<file path="src/sv/fta_pkg.sv">
// Shared types and constants of the fault table with aging.
// No dependencies; imported by every RTL module.
package fta_pkg;

    localparam int TABLE_DEPTH = 8;
    localparam int IDX_W       = (TABLE_DEPTH > 1) ? $clog2(TABLE_DEPTH) : 1;
    localparam int CNT_W       = $clog2(TABLE_DEPTH + 1);

    localparam int RANK_W = 4;
    localparam int CODE_W = 5;
    localparam int AGE_W  = 8;

    localparam logic [AGE_W-1:0] CLEAR_RESET = AGE_W'(10);

    localparam logic REQ_REPORT = 1'b0;
    localparam logic REQ_TICK   = 1'b1;

    typedef struct packed {
        logic [RANK_W-1:0] rank;
        logic [CODE_W-1:0] code;
        logic [AGE_W-1:0]  age;
    } t_entry;

    typedef struct packed {
        logic             rank_hit;
        logic             keep;
        logic [AGE_W-1:0] next_age;
    } t_scan_res;

    typedef enum logic [2:0] {
        S_IDLE,
        S_DUP,
        S_SHIFT,
        S_APPEND,
        S_AGE,
        S_LIST
    } t_state;

endpackage

</file>
<file path="src/sv/fta_slot_mem.sv">
// Slot storage: one write port, one registered read port.
// Depends on fta_pkg.
module fta_slot_mem (
    input  logic                i_clk,
    input  logic                i_we,
    input  logic [fta_pkg::IDX_W-1:0] i_waddr,
    input  fta_pkg::t_entry     i_wdata,
    input  logic [fta_pkg::IDX_W-1:0] i_raddr,
    output fta_pkg::t_entry     o_rdata
);
    import fta_pkg::*;

    t_entry r_mem [0:TABLE_DEPTH-1];
    t_entry r_rdata;

    always_ff @(posedge i_clk) begin
        if (i_we) begin
            r_mem[i_waddr] <= i_wdata;
        end
        r_rdata <= r_mem[i_raddr];
    end

    assign o_rdata = r_rdata;

endmodule

</file>
<file path="src/sv/fta_scan_unit.sv">
// Shared scan datapath: rank compare, age increment and expiry compare.
// Depends on fta_pkg.
module fta_scan_unit (
    input  fta_pkg::t_entry           i_entry,
    input  logic [fta_pkg::RANK_W-1:0] i_req_rank,
    input  logic [fta_pkg::AGE_W-1:0]  i_clear,
    output fta_pkg::t_scan_res        o_res
);
    import fta_pkg::*;

    logic [AGE_W:0] age_inc;

    // one bit wider so a saturated age always expires
    assign age_inc        = {1'b0, i_entry.age} + (AGE_W + 1)'(1);
    assign o_res.rank_hit = (i_entry.rank == i_req_rank);
    assign o_res.keep     = (age_inc <= {1'b0, i_clear});
    assign o_res.next_age = age_inc[AGE_W-1:0];

endmodule

</file>
<file path="src/sv/fault_table_with_aging_core.sv">
// Fault table with aging. A report scans for a duplicate rank and leaves the table unchanged
// on a hit; else, on a full table, it shifts every entry down to drop the oldest, then appends.
// A tick ages and compacts the entries in place, drops the expired ones and then lists the
// survivors, if any; the last entry comes in the final busy cycle. All passes share the single
// read port of the slot memory; next request taken once busy falls.
// Synchronous active-low reset empties the table, clear_count 10; no stall on results.
module fault_table_with_aging_core (
    input  logic                        i_clk,
    input  logic                        i_rst_n,
    input  logic                        i_start,
    output logic                        o_busy,
    input  logic                        i_req_type,
    input  logic [fta_pkg::RANK_W-1:0]  i_rank,
    input  logic [fta_pkg::CODE_W-1:0]  i_code_id,
    input  logic                        i_cfg_we,
    input  logic [fta_pkg::AGE_W-1:0]   i_cfg_wdata,
    output logic                        o_res_valid,
    output logic [fta_pkg::AGE_W-1:0]   o_age,
    output logic [fta_pkg::RANK_W-1:0]  o_rank_res,
    output logic [fta_pkg::CODE_W-1:0]  o_code_id_res,
    output logic                        o_last
);
    import fta_pkg::*;

    // sequencer state
    t_state             r_state, n_state;
    logic [CNT_W-1:0]   r_rd_cnt, n_rd_cnt;   // next slot to read
    logic [CNT_W-1:0]   r_rd_pos, n_rd_pos;   // slot held in read data
    logic               r_rv, n_rv;           // read data valid
    logic [CNT_W-1:0]   r_kept, n_kept;       // survivors so far on a tick
    logic [CNT_W-1:0]   r_occ, n_occ;         // table occupancy
    logic [AGE_W-1:0]   r_clear;              // clear_count register

    // latched request payload
    logic [RANK_W-1:0]  r_req_rank, n_req_rank;
    logic [CODE_W-1:0]  r_req_code, n_req_code;

    // output register
    logic               r_out_vld, n_out_vld;
    logic [AGE_W-1:0]   r_out_age, n_out_age;
    logic [RANK_W-1:0]  r_out_rank, n_out_rank;
    logic [CODE_W-1:0]  r_out_code, n_out_code;
    logic               r_out_last, n_out_last;

    // memory and scan unit hookup
    logic               mem_we;
    logic [IDX_W-1:0]   mem_waddr;
    t_entry             mem_wdata;
    t_entry             rd_q;
    t_scan_res          scan;

    logic               busy;
    logic               start_acc;
    logic               scan_active;
    logic               issue;
    logic               pass_done;
    logic [CNT_W-1:0]   shift_dst;
    logic [CNT_W-1:0]   occ_m1;

    fta_slot_mem u_mem (
        .i_clk   (i_clk),
        .i_we    (mem_we),
        .i_waddr (mem_waddr),
        .i_wdata (mem_wdata),
        .i_raddr (r_rd_cnt[IDX_W-1:0]),
        .o_rdata (rd_q)
    );

    fta_scan_unit u_scan (
        .i_entry    (rd_q),
        .i_req_rank (r_req_rank),
        .i_clear    (r_clear),
        .o_res      (scan)
    );

    // busy also covers a result still sitting in the output register
    assign busy      = (r_state != S_IDLE) || r_out_vld;
    assign start_acc = i_start && !busy;

    assign scan_active = (r_state == S_DUP) || (r_state == S_SHIFT) ||
                         (r_state == S_AGE) || (r_state == S_LIST);
    assign issue       = scan_active && (r_rd_cnt < r_occ);
    // all reads issued and the last one consumed
    assign pass_done   = (r_rd_cnt >= r_occ) && !r_rv;
    assign shift_dst   = r_rd_pos - CNT_W'(1);
    assign occ_m1      = r_occ - CNT_W'(1);

    always_comb begin
        n_state    = r_state;
        n_rd_cnt   = r_rd_cnt;
        n_rd_pos   = r_rd_pos;
        n_rv       = 1'b0;
        n_kept     = r_kept;
        n_occ      = r_occ;
        n_req_rank = r_req_rank;
        n_req_code = r_req_code;
        n_out_vld  = 1'b0;
        n_out_age  = r_out_age;
        n_out_rank = r_out_rank;
        n_out_code = r_out_code;
        n_out_last = r_out_last;
        mem_we     = 1'b0;
        mem_waddr  = '0;
        mem_wdata  = '0;

        // streaming read: one slot a cycle during any scan pass
        if (issue) begin
            n_rd_cnt = r_rd_cnt + CNT_W'(1);
            n_rd_pos = r_rd_cnt;
            n_rv     = 1'b1;
        end

        unique case (r_state)
            S_IDLE: begin
                if (start_acc) begin
                    n_req_rank = i_rank;
                    n_req_code = i_code_id;
                    n_rd_cnt   = '0;
                    if (i_req_type == REQ_TICK) begin
                        n_kept  = '0;
                        n_state = S_AGE;
                    end else begin
                        n_state = S_DUP;
                    end
                end
            end

            S_DUP: begin
                priority if (r_rv && scan.rank_hit) begin
                    // duplicate rank: table unchanged
                    n_rv    = 1'b0;
                    n_state = S_IDLE;
                end else if (pass_done) begin
                    if (r_occ == CNT_W'(TABLE_DEPTH)) begin
                        n_rd_cnt = CNT_W'(1);
                        n_state  = S_SHIFT;
                    end else begin
                        n_state = S_APPEND;
                    end
                end
            end

            S_SHIFT: begin
                // move slot i down to i-1, dropping the oldest
                if (r_rv) begin
                    mem_we    = 1'b1;
                    mem_waddr = shift_dst[IDX_W-1:0];
                    mem_wdata = rd_q;
                end
                if (pass_done) begin
                    n_occ   = occ_m1;
                    n_state = S_APPEND;
                end
            end

            S_APPEND: begin
                mem_we         = 1'b1;
                mem_waddr      = r_occ[IDX_W-1:0];
                mem_wdata.rank = r_req_rank;
                mem_wdata.code = r_req_code;
                mem_wdata.age  = '0;
                n_occ          = r_occ + CNT_W'(1);
                n_state        = S_IDLE;
            end

            S_AGE: begin
                // age and compact in place; writes never pass the read pointer
                if (r_rv && scan.keep) begin
                    mem_we         = 1'b1;
                    mem_waddr      = r_kept[IDX_W-1:0];
                    mem_wdata.rank = rd_q.rank;
                    mem_wdata.code = rd_q.code;
                    mem_wdata.age  = scan.next_age;
                    n_kept         = r_kept + CNT_W'(1);
                end
                if (pass_done) begin
                    n_occ    = r_kept;
                    n_rd_cnt = '0;
                    if (r_kept == '0) begin
                        n_state = S_IDLE;
                    end else begin
                        n_state = S_LIST;
                    end
                end
            end

            S_LIST: begin
                if (r_rv) begin
                    n_out_vld  = 1'b1;
                    n_out_age  = rd_q.age;
                    n_out_rank = rd_q.rank;
                    n_out_code = rd_q.code;
                    n_out_last = (r_rd_pos == occ_m1);
                end
                if (pass_done) begin
                    n_state = S_IDLE;
                end
            end

            default: begin
                n_state = S_IDLE;
            end
        endcase
    end

    always_ff @(posedge i_clk) begin
        if (!i_rst_n) begin
            r_state   <= S_IDLE;
            r_rd_cnt  <= '0;
            r_rd_pos  <= '0;
            r_rv      <= 1'b0;
            r_kept    <= '0;
            r_occ     <= '0;
            r_clear   <= CLEAR_RESET;
            r_out_vld <= 1'b0;
        end else begin
            r_state   <= n_state;
            r_rd_cnt  <= n_rd_cnt;
            r_rd_pos  <= n_rd_pos;
            r_rv      <= n_rv;
            r_kept    <= n_kept;
            r_occ     <= n_occ;
            r_out_vld <= n_out_vld;
            if (i_cfg_we) begin
                r_clear <= i_cfg_wdata;
            end
        end
    end

    // payload registers, no reset
    always_ff @(posedge i_clk) begin
        r_req_rank <= n_req_rank;
        r_req_code <= n_req_code;
        r_out_age  <= n_out_age;
        r_out_rank <= n_out_rank;
        r_out_code <= n_out_code;
        r_out_last <= n_out_last;
    end

    assign o_busy        = busy;
    assign o_res_valid   = r_out_vld;
    assign o_age         = r_out_age;
    assign o_rank_res    = r_out_rank;
    assign o_code_id_res = r_out_code;
    assign o_last        = r_out_last;

endmodule

</file>
<file path="config.mk">
export PLATFORM = sky130hd
export DESIGN_NAME = fault_table_with_aging_core
export DESIGN_NICKNAME = d
export VERILOG_FILES = /design/src/sv/fta_pkg.sv /design/src/sv/fta_slot_mem.sv /design/src/sv/fta_scan_unit.sv /design/src/sv/fault_table_with_aging_core.sv
export SDC_FILE = /design/constraint.sdc
export NUM_CORES = 1
export LEC_CHECK = 0
export ABC_AREA = 0
export ABC_CLOCK_PERIOD_IN_PS = 3740
export BUFFER_PORTS_ARGS = -buffer_cell sky130_fd_sc_hd__buf_4
export CAP_MARGIN = 20
export CORE_UTILIZATION = 35
export DETAILED_ROUTE_END_ITERATION = 6
export PLACE_DENSITY = 0.54
export SETUP_SLACK_MARGIN = 0.15
export SLEW_MARGIN = 5
export SYNTH_ARGS = -nofsm -noshare
export SYNTH_HDL_FRONTEND = slang
export SYNTH_SLANG_ARGS = --single-unit
</file>
<file path="constraint.sdc">
create_clock -name i_clk -period 3.74 [get_ports i_clk]
set_clock_uncertainty 0.05 [all_clocks]
set_input_delay 0.748 -clock i_clk [delete_from_list [all_inputs] [get_ports i_clk]]
set_output_delay 0.748 -clock i_clk [all_outputs]
set_load 0.1 [all_outputs]
</file>
==> summary.txt, run 1 <==
Clock tree
  – CTS Sinks: 209
  – Worst-path clk slew: 0.06 ns
  – Root Driver: clkbuf_16
  – Post_cts resized: 0
  – CTS buffer count: 23
  – H-tree Lvls: 1
  – Max clock buf depth: 3
  – Worst skew pair latency: 0.52 ns
  – Hold Buf Count CTS: 0
  – CTS tree: done
  – Postcts setup bufs: 0

Logic synthesis
  – Area leader, netlist: edfxtp_1
  – Post-Syn Nets: 606
  – Distinct cells, synth: 59
  – Post-synth top area share: 56.2%
  – Synthesis Warnings: 0
  – Synth top area cells: edfxtp_1 56%, dfxtp_1 11%, mux4_2 8.8%
  – Syn Inst Count: 565
  – Post-Syn Area: 0.00870 mm²
  – EDFF count, synth: 163
  – Top FF cell, synth: edfxtp_1
  – Seq cells post-synth: 209
  – Asr flop ratio synth: 0%
  – Mean Syn Cell Area: 15.4 µm²
  – Seq/Total Area, Yosys: 66.8%

Setup path
  – Element type at the critical path end: flop
  – Worst reg2reg path depth: 11
  – Worst R2R Setup Slack: 0.39 ns
  – Crit-path cells: ha_1 -> nand3_1 -> xnor2_1 -> ha_1 -> nand4_1 -> or2_2 -> a211oi_2 -> o311ai_1 -> a221oi_2 -> and2_1 -> buf_4
  – Crit path kind: flop to flop
  – Critical path startpoint category: flop
  – Crit-path max FO: 17
  – Critical register-to-register path startpoint: u_mem.o_rdata[0]
  – CP peak stage delay: 0.45 ns
  – Required @ worst endpoint: 3.89 ns
  – Critical path startpoint: u_mem.o_rdata[0]
  – Most frequent CP cell: ha_1
  – Critical-path top delay cell: dfxtp_1
  – Crit path DAT: 3.50 ns
  – Reg-to-reg endpoint: u_mem.r_mem[0][10]

Timing
  – Setup Viol. Count Final: 0
  – Tcrit/Tclk final: 89.6%
  – RSZ-0062 raised after global routing: no
  – FMAX: 0.298 GHz
  – Max transition margin: 49.1%
  – Slew Viols, Final: 0
  – Setup TNS: 0 ns
  – Final hold violation count: 0
  – Worst-margin pin slew: 0.763 ns
  – Min Clock Period, post-route: 3.35 ns
  – Hold Slack: 0.354 ns

GRT
  – Gr ovfl total: 0
  – Largest net degree at the start of global routing: 39
  – Gr usage total: 15.2%
  – Vias in the first global route: 5081
  – First-pass GRT wire length: 29.9 mm
  – Initial antenna violation count: 0
  – Grt peak-use layer: met2
  – M3 GR Usage: 2.47%
  – Grt met1 use: 21.2%
  – Met2 Track Usage GR: 24.5%

Detailed routing
  – Vias per inst: 5.20
  – Routed len/inst: 19.6 µm
  – Vias: 5030
  – DRT Pass-1 Iters: 5
  – DRT Wirelength: 19.0 mm
  – DRC viols: 0
  – Post-route ant nets: 0
  – Iteration-0 DRC Markers: 429

Placement
  – Routability cong.: 0.863
  – Detailed placement HPWL: 12.1 mm
  – Inst Count DP: 926
  – Area after DPL: 0.00948 mm²
  – IO buf count: 41

Outcome
  – Status: complete, no violations

Min path
  – Worst Hold Class: primary input to flop
  – Hold Crit Start: i_code_id[1]
  – Hold Path Sink: r_req_code[1]
  – WHS Path Cells: 1

Run
  – Max-cap viol count: 0

Finish
  – Layout area overhead: 18.3%
  – ANT cells: 0
  – Final std cells w/o fill: 968
  – Commonest non-fill, non-tap cell in the layout: edfxtp_1
  – Final net count: 668
  – Fill count: 2239
  – Most frequent cells in the layout: 163 x edfxtp_1, 64 x buf_4, 45 x dfxtp_1, 38 x nor2_1, 34 x mux4_2
  – Final instance area: 0.0103 mm²
  – Layout cells sized above 1: 25.2%

Die
  – Core area: 0.0244 mm²
  – Initial core utilization: 35.7%
  – Cell row count: 57
  – Num ports: 42
  – Die height: 160 µm
  – Die width: 160 µm
  – DIE AREA: 0.0255 mm²

Power and ir drop
  – Tot Pwr: 0.00688 W
  – Leak pwr: 3.39 nW
  – Pwr/cell area: 668 mW/mm²
  – Peak supply drop: 0.447 mV
-- Yosys cell counts (3+ instances only) --
library cell / count
buf_1: 4
a22o_1: 16
a21o_1: 3
nand3_1: 18
nor4_1: 3
ha_1: 19
a21oi_1: 22
nand2b_1: 6
dfxtp_1: 46
nor2b_1: 3
o21ai_0: 9
xnor2_1: 11
o21a_1: 3
mux2i_1: 10
nand4_1: 5
a211oi_1: 4
mux2_2: 17
edfxtp_1: 163
inv_1: 24
a31oi_1: 5
xor2_1: 6
nor2_1: 39
nor3_1: 9
buf_2: 8
clkbuf_1: 13
mux4_2: 34
nand2_1: 19
a22oi_1: 4
and2_1: 4
-- stage by stage --
step | util, % | setup WS, ns
CTS | 42.2 | 0.368
global route | 42.2 | 0.167
finish | 42.2 | 0.388
global placement | 38.9 | 0.467
detailed placement | 38.9 | 0.371
floorplan | - | 0.174
-- worst max-delay path by stage --
stage | to | slack [ns] | cells after the start
after global routing | u_mem.r_mem[4][15] | 0.17 | 12
after floorplan | u_mem.r_mem[3][0] | 0.17 | 12
after global placement | u_mem.r_mem[0][12] | 0.47 | 12
final | u_mem.r_mem[0][10] | 0.39 | 11
after CTS | u_mem.r_mem[0][14] | 0.37 | 11
after detailed placement | u_mem.r_mem[0][12] | 0.37 | 11
-- final cells by class --
class	count	area (µm²)	share of cell area [%]
clock inverters	16	231	2.25
repair buffers	64	480	4.67
flip-flops and latches	209	5820	56.5
multi-input cells	305	2690	26.1
well taps	324	405	3.94
inverters	24	90.1	0.875
clock buffers	26	587	5.70
-- worst max-delay path, delay by kind of cell (launching register included) --
kind,cells,cell delay (ns)
DFF,1,0.45
and+or+nand+nor,4,0.72
xor gates and xnor gates,1,0.15
AOI/OAI and AO/OA,3,0.82
adders and majority gates,2,0.55
buffers and inverters,1,0.28
-- cell families after synthesis --
logic type               share of synthesized area [%]
multiplexers                                      12.1
AND/OR/NAND/NOR                                   6.71
buffers and inverters                             2.44
flip-flops                                        66.8
adder cells (fa/ha/maj)                           2.73
AO/OA/AOI/OAI                                     7.45
XOR/XNOR                                          1.71
-- flip-flops by register name (all words and copies together), names as in the netlist, 3 cells and up --
register and flops:
u_mem.r_mem 136, u_mem.o_rdata 17, o_age 8, r_clear 8, o_code_id_res 5, r_req_code 5
o_rank_res 4, r_kept 4, r_occ 4, r_rd_cnt 4, r_rd_pos 4, r_req_rank 4
r_state 3
-- routing by layer --
layer / wire, µm / part of all wire (%) / vias to the layer above
met5: 0 / 0 / -
met3: 673 / 3.5 / 31
met4: 440 / 2.3 / 0
met2: 8860 / 47 / 108
li1: - / - / 2317
met1: 9040 / 48 / 2574
-- where the power goes --
group | switching [W] | internal, W
clock | 0.000926 | 0.00149
combinational | 0.000941 | 0.000661
sequential | 0.000170 | 0.00269
(Power assumes the default switching activity.)
==> run 2, diff against run 1 <==
PLACE_DENSITY = default   (was 0.54)
==> run 2 against run 1 <==
  * Routed wire length is 1.2% higher
  * Critical path type unchanged
  * Largest cell class unchanged
  * First-iteration DRC count is 14% lower
  * Fmax is 1.5% lower
  * Critical path depth did not move
==> summary.txt, run 2 (synthesized netlist as in run 1, its figures left out) <==
GRT
  – Initial antenna violation count: 0
  – Gr usage total: 15.1%
  – Gr ovfl total: 0
  – First-pass GRT wire length: 29.7 mm
  – Largest net degree at the start of global routing: 39
  – Vias in the first global route: 5211

Min path
  – Worst Hold Class: primary input to flop
  – WHS Path Cells: 1

Clock tree
  – Worst skew pair latency: 0.51 ns
  – CTS tree: done
  – CTS buffer count: 23
  – Root Driver: clkbuf_16
  – CTS Sinks: 209
  – Worst-path clk slew: 0.06 ns
  – H-tree Lvls: 1
  – Postcts setup bufs: 0
  – Max clock buf depth: 3

Die
  – Die width: 160 µm
  – Initial core utilization: 35.7%
  – Die height: 160 µm
  – Num ports: 42
  – Core area: 0.0244 mm²
  – DIE AREA: 0.0255 mm²
  – Cell row count: 57

Detailed routing
  – Vias per inst: 5.26
  – DRT Pass-1 Iters: 7
  – Post-route ant nets: 0
  – DRC viols: 0
  – Iteration-0 DRC Markers: 369
  – Vias: 5076
  – DRT Wirelength: 19.2 mm
  – Routed len/inst: 19.9 µm

Setup path
  – Worst path buffer plus inverter count: 1
  – Critical path depth: 11
  – Crit-path max FO: 17
  – Most frequent CP cell: ha_1
  – Crit path max-delay family: compound AO/OA/AOI/OAI gates
  – Element type at the critical path end: flop
  – Crit path kind: flop to flop
  – Crit path DAT: 3.55 ns
  – Critical path startpoint category: flop
  – Critical-path top delay cell: dfxtp_1
  – Crit-path cells: ha_1 -> nand3_1 -> xnor2_1 -> ha_1 -> nand4_1 -> or2_2 -> a211oi_4 -> o311ai_1 -> a221oi_2 -> and2_1 -> buf_6
  – Required @ worst endpoint: 3.89 ns
  – Worst reg2reg path depth: 11
  – CP peak stage delay: 0.46 ns

Power and ir drop
  – Leak pwr: 3.38 nW
  – Pint: 0.00473 W
  – Tot Pwr: 0.00675 W
  – Part of the power in the clock network: 33.7%
  – NetSw: 0.00203 W
  – Flop pwr share: 42.4%
  – Pwr/cell area: 658 mW/mm²
  – Comb power frac: 23.9%
  – Peak supply drop: 0.437 mV
  – Sw Share: 30.0%

Timing
  – Tcrit/Tclk final: 91.0%
  – FMAX: 0.294 GHz
  – Max transition margin: 39.7%
  – Slew Viols, Final: 0
  – RSZ-0062 raised after global routing: no
  – Post-route setup slack: 0.337 ns
  – Min Clock Period, post-route: 3.40 ns
  – Final hold violation count: 0
  – Hold Slack: 0.368 ns
  – Worst-margin pin slew: 0.904 ns
  – Setup TNS: 0 ns
  – Setup Viol. Count Final: 0

Finish
  – Commonest non-fill, non-tap cell in the layout: edfxtp_1
  – Most frequent cells in the layout: 163 x edfxtp_1, 56 x buf_4, 44 x dfxtp_1, 38 x nor2_1, 34 x mux4_2
  – Layout cells sized above 1: 25.7%
  – Final net count: 665
  – Final std cells w/o fill: 965
  – Layout area overhead: 18.0%
  – Largest register FFs: 136
  – Most flops, register: u_mem.r_mem
  – ANT cells: 0
  – Fill count: 2190

Outcome
  – Status: complete, no violations

Run
  – Max-cap viol count: 0

Placement
  – IO buf count: 41
  – Detailed placement HPWL: 12.8 mm
  – Routability cong.: 0.868
  – Place WS: 0.231 ns
  – Inst Count DP: 923
## run 2: cell types whose count changed in the layout (fill, tap and decap cells not counted), sizes merged
cell | before | now
clkinv | 5 | 6
buf | 64 | 61
clkinvlp | 4 | 3
clkbuf | 26 | 28
bufinv | 5 | 3
## run 2: path summary, 6_finish.rpt
kind,startpoint,end,slack [ns]
max reg2reg,u_mem.o_rdata[0],u_mem.r_mem[4][12],0.34
max,u_mem.o_rdata[0],u_mem.r_mem[4][12],0.34
min reg2reg,u_mem.o_rdata[8],o_code_id_res[0],0.39
min,i_code_id[1],r_req_code[1],0.37
## run 2: worst reg2reg max path, delay by kind of cell, from the launching register on
kind | cells | cell delay, ns
AND/OR/NAND/NOR | 4 | 0.78
flip-flops | 1 | 0.46
AO/OA/AOI/OAI | 3 | 0.86
XOR/XNOR | 1 | 0.16
adder cells (fa/ha/maj) | 2 | 0.57
buffers and inverters | 1 | 0.22
## run 2: per-layer routing
| layer | track usage, % | up-vias | part of all wire, % |
|---|---|---|---|
| li1 | - | 2308 | - |
| met1 | 20.5 | 2565 | 45 |
| met5 | 0 | - | 0 |
| met3 | 2.03 | 40 | 4.9 |
| met4 | 5.33 | 0 | 2.8 |
| met2 | 24.7 | 163 | 48 |
## run 2: layout make-up
type | count | area (µm²) | area share (%)
Clock buffer | 28 | 614 | 5.98
Tap cell | 324 | 405 | 3.95
Clock inverter | 14 | 161 | 1.57
Sequential cell | 209 | 5820 | 56.7
Multi-Input combinational cell | 305 | 2700 | 26.3
Inverter | 24 | 90.1 | 0.877
Timing Repair Buffer | 61 | 477 | 4.64
## run 2: metrics by stage
| step | util (%) | area [µm²] |
|---|---|---|
| final | 42.1 | 10300 |
| after CTS | 41.9 | 10200 |
| after floorplan | - | 8700 |
| after global routing | 42.1 | 10300 |
| after detailed placement | 38.8 | 9460 |
| after global placement | 38.8 | 9460 |
## run 2: what timing repair did
item,CTS,global route
hold buffers,0,0
endpoints found under the setup margin,0,105
hold endpoints to repair,0,0
resized for setup,0,9
## run 2: power by group through the flow
stage               clock network (W)  logic [W]  registers [W]
floorplan                           0    0.00123        0.00284
global placement                    0    0.00157        0.00290
detailed placement                  0    0.00160        0.00291
CTS                           0.00233    0.00160        0.00286
global route                  0.00243    0.00176        0.00288
finish                        0.00228    0.00161        0.00286
